**src/design/stfc_pkg.sv**
```systemverilog
// Shared types and constants for the sorted table floor/ceiling search block.
package stfc_pkg;

  localparam int DATA_W              = 32;
  localparam int MODE_W              = 2;
  localparam int DEFAULT_TABLE_DEPTH = 1024;

  // Transaction modes
  localparam logic [MODE_W-1:0] MODE_LOAD  = 2'd0;
  localparam logic [MODE_W-1:0] MODE_QUERY = 2'd1;
  localparam logic [MODE_W-1:0] MODE_CLEAR = 2'd2;

  // Value reported when no floor or ceiling exists
  localparam logic signed [DATA_W-1:0] NONE_VALUE = -32'sd1;

  typedef struct packed {
    logic [MODE_W-1:0]        mode;
    logic signed [DATA_W-1:0] value;
  } stfc_in_t;

  typedef struct packed {
    logic signed [DATA_W-1:0] floor_value;
    logic                     floor_found;
    logic signed [DATA_W-1:0] ceiling_value;
    logic                     ceiling_found;
  } stfc_out_t;

endpackage

```
**src/design/stfc_search.sv**
```systemverilog
// Control sequencer: appends loads, clears the count, binary-searches on queries.
module stfc_search #(
  parameter int TABLE_DEPTH = stfc_pkg::DEFAULT_TABLE_DEPTH
) (
  input  logic                               clk,
  input  logic                               rst_n,
  input  logic                               item_valid,
  output logic                               item_ready,
  input  stfc_pkg::stfc_in_t                 item,
  output logic                               res_valid,
  input  logic                               res_ready,
  output stfc_pkg::stfc_out_t                res,
  output logic                               mem_we,
  output logic [$clog2(TABLE_DEPTH)-1:0]     mem_waddr,
  output logic signed [stfc_pkg::DATA_W-1:0] mem_wdata,
  output logic [$clog2(TABLE_DEPTH)-1:0]     mem_raddr,
  input  logic signed [stfc_pkg::DATA_W-1:0] mem_rdata
);

  localparam int AW = $clog2(TABLE_DEPTH);
  localparam int CW = $clog2(TABLE_DEPTH + 1);
  localparam logic [CW-1:0] DEPTH_C = CW'(TABLE_DEPTH);
  localparam logic [CW-1:0] ONE_C   = CW'(1);
  localparam logic [CW-1:0] TWO_C   = CW'(2);

  typedef enum logic [1:0] {
    S_IDLE,
    S_PROBE,
    S_DONE
  } state_t;

  state_t                             state_r, state_nxt;
  logic [CW-1:0]                      count_r, count_nxt;
  logic [CW-1:0]                      lo_r, lo_nxt;
  logic [CW-1:0]                      hi1_r, hi1_nxt;   // exclusive upper bound
  logic [CW-1:0]                      mid_r, mid_nxt;
  logic signed [stfc_pkg::DATA_W-1:0] key_r, key_nxt;
  stfc_pkg::stfc_out_t                res_r, res_nxt;

  logic          accept;
  logic [CW-1:0] mid_first;
  logic [CW-1:0] mid_a, mid_b;
  logic          cont_a, cont_b;
  logic          cmp_eq, cmp_gt;

  assign accept     = item_valid && item_ready;
  assign item_ready = (state_r == S_IDLE);
  assign res_valid  = (state_r == S_DONE);
  assign res        = res_r;

  // Appends go straight to the memory at the fill position
  assign mem_we    = accept && (item.mode == stfc_pkg::MODE_LOAD) && (count_r < DEPTH_C);
  assign mem_waddr = count_r[AW-1:0];
  assign mem_wdata = item.value;

  // First probe sits at the middle of the loaded entries
  assign mid_first = (count_r - ONE_C) >> 1;

  // Probe compare against the entry read for mid_r
  assign cmp_eq = (mem_rdata == key_r);
  assign cmp_gt = (mem_rdata > key_r);

  // Next probe candidates, computed alongside the compare
  // a: entry above key, keep lower half; b: entry below key, keep upper half
  assign mid_a  = lo_r + ((mid_r - lo_r - ONE_C) >> 1);
  assign mid_b  = mid_r + ONE_C + ((hi1_r - mid_r - TWO_C) >> 1);
  assign cont_a = (lo_r < mid_r);
  assign cont_b = ((mid_r + ONE_C) < hi1_r);

  // Read address: first probe from the loaded count, later probes from the compare
  always_comb begin
    mem_raddr = mid_r[AW-1:0];
    if (state_r == S_IDLE) begin
      mem_raddr = mid_first[AW-1:0];
    end else if (state_r == S_PROBE) begin
      mem_raddr = cmp_gt ? mid_a[AW-1:0] : mid_b[AW-1:0];
    end
  end

  // Next-state logic
  always_comb begin
    state_nxt = state_r;
    count_nxt = count_r;
    lo_nxt    = lo_r;
    hi1_nxt   = hi1_r;
    mid_nxt   = mid_r;
    key_nxt   = key_r;
    res_nxt   = res_r;
    unique case (state_r)
      S_IDLE: begin
        if (accept) begin
          priority if (item.mode == stfc_pkg::MODE_LOAD) begin
            if (count_r < DEPTH_C) begin
              count_nxt = count_r + ONE_C;
            end
          end else if (item.mode == stfc_pkg::MODE_CLEAR) begin
            count_nxt = '0;
          end else if (item.mode == stfc_pkg::MODE_QUERY) begin
            key_nxt                = item.value;
            lo_nxt                 = '0;
            hi1_nxt                = count_r;
            mid_nxt                = mid_first;
            res_nxt.floor_value    = stfc_pkg::NONE_VALUE;
            res_nxt.floor_found    = 1'b0;
            res_nxt.ceiling_value  = stfc_pkg::NONE_VALUE;
            res_nxt.ceiling_found  = 1'b0;
            state_nxt              = (count_r == '0) ? S_DONE : S_PROBE;
          end else begin
            // unused mode: dropped
            state_nxt = S_IDLE;
          end
        end
      end
      S_PROBE: begin
        priority if (cmp_eq) begin
          // exact hit is both floor and ceiling
          res_nxt.floor_value   = mem_rdata;
          res_nxt.floor_found   = 1'b1;
          res_nxt.ceiling_value = mem_rdata;
          res_nxt.ceiling_found = 1'b1;
          state_nxt             = S_DONE;
        end else if (cmp_gt) begin
          res_nxt.ceiling_value = mem_rdata;
          res_nxt.ceiling_found = 1'b1;
          hi1_nxt               = mid_r;
          mid_nxt               = mid_a;
          state_nxt             = cont_a ? S_PROBE : S_DONE;
        end else begin
          res_nxt.floor_value = mem_rdata;
          res_nxt.floor_found = 1'b1;
          lo_nxt              = mid_r + ONE_C;
          mid_nxt             = mid_b;
          state_nxt           = cont_b ? S_PROBE : S_DONE;
        end
      end
      S_DONE: begin
        if (res_ready) begin
          state_nxt = S_IDLE;
        end
      end
      default: begin
        state_nxt = S_IDLE;
      end
    endcase
  end

  // State and registered outputs
  always_ff @(posedge clk) begin
    if (!rst_n) begin
      state_r <= S_IDLE;
      count_r <= '0;
    end else begin
      state_r <= state_nxt;
      count_r <= count_nxt;
    end
    lo_r  <= lo_nxt;
    hi1_r <= hi1_nxt;
    mid_r <= mid_nxt;
    key_r <= key_nxt;
    res_r <= res_nxt;
  end

endmodule
```
**config.mk**
```make
export PLATFORM = sky130hd
export DESIGN_NAME = stfc_search
export DESIGN_NICKNAME = d
export VERILOG_FILES = /design/src/design/stfc_pkg.sv /design/src/design/stfc_search.sv
export SDC_FILE = /design/constraint.sdc
export NUM_CORES = 1
export LEC_CHECK = 0
export BUFFER_PORTS_ARGS = -buffer_cell sky130_fd_sc_hd__buf_2
export CAP_MARGIN = 20
export CORE_UTILIZATION = 50
export CTS_CLUSTER_SIZE = 25
export DETAILED_ROUTE_END_ITERATION = 16
export PLACE_DENSITY = 0.74
export SETUP_SLACK_MARGIN = 0.5
export SLEW_MARGIN = 20
export SYNTH_ARGS = -nofsm -noshare
export SYNTH_HDL_FRONTEND = slang
export SYNTH_SLANG_ARGS = --single-unit
```
**constraint.sdc**
```tcl
create_clock -name clk -period 7 [get_ports clk]
set_input_delay 1.75 -clock clk [delete_from_list [all_inputs] [get_ports clk]]
set_output_delay 1.75 -clock clk [all_outputs]
set_load 0.02 [all_outputs]
```
==> impl_metrics.json <==
{
  "status": "finished, final reports clean",
  "max_clock_freq_ghz": 0.158,
  "switchingPower_mw": 0.665,
  "worstMarginPinSlew_ns": 1.02,
  "ys_warn_count": 0,
  "ios": 191,
  "finalHoldViolations": 0,
  "synth_top_family_by_area": "adder cells",
  "clkTransAtPathRegs_ns": 0.06,
  "synth-seq-cells": 144,
  "root_buffer": "clkbuf_16",
  "arrival_ns": 4.57,
  "htree_levels": 4,
  "end_kind": "output port",
  "grt_max_degree": 63,
  "yosys.area_share.xor_xnor_pct": 5.33,
  "final_common_cell": "buf_2",
  "hold_class": "reg -> reg",
  "firstDrtPassIters": 8,
  "place_hpwl_um": 16300,
  "p_comb_share_pct": 17.3,
  "antenna_found_initial": 0,
  "grt_usage_pct": 24.9,
  "cts_hold_buf": 0,
  "clk-insertion-delay-late_ns": 0.43,
  "clock-sinks": 144,
  "port_buffers": 190,
  "syn_nets": 1020,
  "synthSimpleGateAreaFrac_pct": 11.9,
  "muxShareOfSynthArea_pct": 2.05,
  "drv_slew": 0,
  "drc": 0,
  "grt_overflow_total": 0,
  "rsz0062_at_grt": "true",
  "worstHoldPathCells": 2,
  "fin_tns_setup_ns": 0,
  "worst_clock_skew_ns": 0.0106,
  "period_share_pct": 90.2,
  "postRouteAntennaNets": 0,
  "required_ns": 5.25,
  "cts_tree": "yes",
  "power_frac_clock_pct": 41.3,
  "start_util_pct": 51.7,
  "gp_congestion": 0.848,
  "p_seq_share_pct": 41.4,
  "synth-compound-area-share_pct": 10.6,
  "synthesis.area_mm2": 0.00904,
  "area_delta_synth_final_pct": 17.8,
  "nets": 1180,
  "r2r_cells": 17,
  "slew-limit-headroom_pct": 32.2,
  "synthArstFlopShare_pct": 0,
  "synthAdderAreaFrac_pct": 15.1,
  "p_sw_share_pct": 28.6,
  "diodes": 0,
  "drt_iter0_drc": 407,
  "vias": 6750,
  "vias_per_cell": 5.44,
  "power.density_mw_per_mm2": 218,
  "core_area_mm2": 0.0175,
  "drv_cap": 0,
  "cp-start-kind": "input port",
  "dieHeight_um": 136,
  "grt_pass1_vias": 6421,
  "cts_inserted_buffers": 17,
  "fp-row-count": 48,
  "internal_power_mw": 1.66,
  "rrSetupSlack_ns": 2.80,
  "route.detailed.wl_per_inst_um": 17.9,
  "clock_tree.buffer_depth": 2,
  "finalSetupViolCount": 0,
  "synth-edff-count": 131,
  "holdWs_ns": 0.614,
  "dieWidth_um": 136,
  "mostFrequentLayoutCells": "190 x buf_2, 131 x edfxtp_1, 103 x ha_1",
  "critPathMaxFanout": 13,
  "ir_drop_uv": 168,
  "crit_type": "in -> out",
  "grt_pass1_wl_um": 34300,
  "yosysSeqAreaShare_pct": 46.4,
  "finalWirelength_um": 22200,
  "period_needed_ns": 6.32,
  "p_leak_nw": 4.48,
  "synthFlopType": "edfxtp_1",
  "die-area_mm2": 0.0186,
  "synth_cell_types": 64,
  "syn-instance-count": 843,
  "synth_area_per_cell_um2": 10.7,
  "drive_gt1_share_pct": 27.8
}
[power groups by stage]
stage	logic [mW]	clock network, mW	registers, mW
3_3_place_gp	0.379	0	0.981
6_report	0.403	0.960	0.963
3_5_place_dp	0.389	0	0.982
4_1_cts	0.396	0.967	0.963
2_1_floorplan	0.285	0	0.981
5_1_grt	0.442	0.999	0.964
[critical path: stages]
cell and delay, ns:
buf_2 0.11, ha_1 0.31, nand4_1 0.19, nor4_2 0.52, nand3_1 0.30, o21a_1 0.23, nand2_4 0.25, mux2_4 0.34
a222oi_1 0.33, buf_2 0.23
[routing by layer]
layer / wire length, µm / up-vias / global-route usage (%)
li1: - / 3270 / -
met2: 11100 / 237 / 42.6
met3: 1120 / 47 / 4.40
met5: 0 / - / 0
met1: 9440 / 3196 / 31.3
met4: 576 / 0 / 9.38
[synthesized netlist by cell type, drive strengths merged (3+ instances only)]
library cell,count,share of area (%)
xor2,16,1.6
nand2,46,1.9
o21a,9,0.75
xnor2,39,3.8
nor4,6,0.42
nor2b,8,0.55
a21oi,45,2.5
or3,4,0.28
nand2b,6,0.42
inv,101,4.2
a31oi,4,0.28
buf,44,3.7
mux2i,17,1.9
nor3,16,0.94
and2,9,0.62
fa,4,0.89
a222oi,6,0.66
o211a,4,0.44
a31o,3,0.29
o211ai,3,0.30
o21ai,40,2.2
ha,103,14
o21bai,3,0.25
dfxtp,13,2.9
clkbuf,17,0.71
nand3,15,0.83
nand4,12,0.90
edfxtp,131,44
or2,32,2.2
a221oi,5,0.48
a21o,7,0.58
nor2,43,1.8
a21boi,6,0.50
[state kept, by name, summed over array words and instances (netlist names)]
register  cells
state_r       2
res          66
lo_r         11
mid_r        11
key_r        32
count_r      11
hi1_r        11
[cell families (layout without fill, tap and decap cells)]
group	Yosys count	in the layout
AOI/OAI and AO/OA	148	148
xor gates and xnor gates	55	55
adders and majority gates	107	107
buffers and inverters	162	335
DFF	144	144
muxes	18	18
and+or+nand+nor	209	209
[final timing paths]
| check | startpoint | endpoint |
|---|---|---|
| max reg2reg | mid_r[2] | mid_r[10] |
| min | count_r[5] | count_r[5] |
| min reg2reg | count_r[5] | count_r[5] |
| max | mem_rdata[19] | mem_raddr[6] |
[area by class of cell]
class / instances / area [µm²]
clock buffer: 17 / 425
sequential: 144 / 4190
fill: 1407 / 6830
multi-input combinational: 537 / 4110
clock inverter: 15 / 194
timing repair buffer: 202 / 1060
tap: 225 / 282
inverter: 101 / 379
[stage by stage]
step	setup slack (ns)	power (mW)	cell area [µm²]	util, %	instances
after global placement	0.539	1.36	9940	56.9	1203
after global routing	0.444	2.41	10600	60.9	1241
after floorplan	0.863	1.27	9040	-	843
after detailed placement	0.505	1.37	9940	56.9	1203
after CTS	0.499	2.33	10600	60.5	1235
final	0.684	2.33	10600	60.9	1241
[timing repair]
item,CTS,global route
setup buffers,0,5
setup endpoints to repair,2,3
resized for setup,2,5
pin swaps,0,4
No activity file was read; power rests on OpenSTA's default activity.
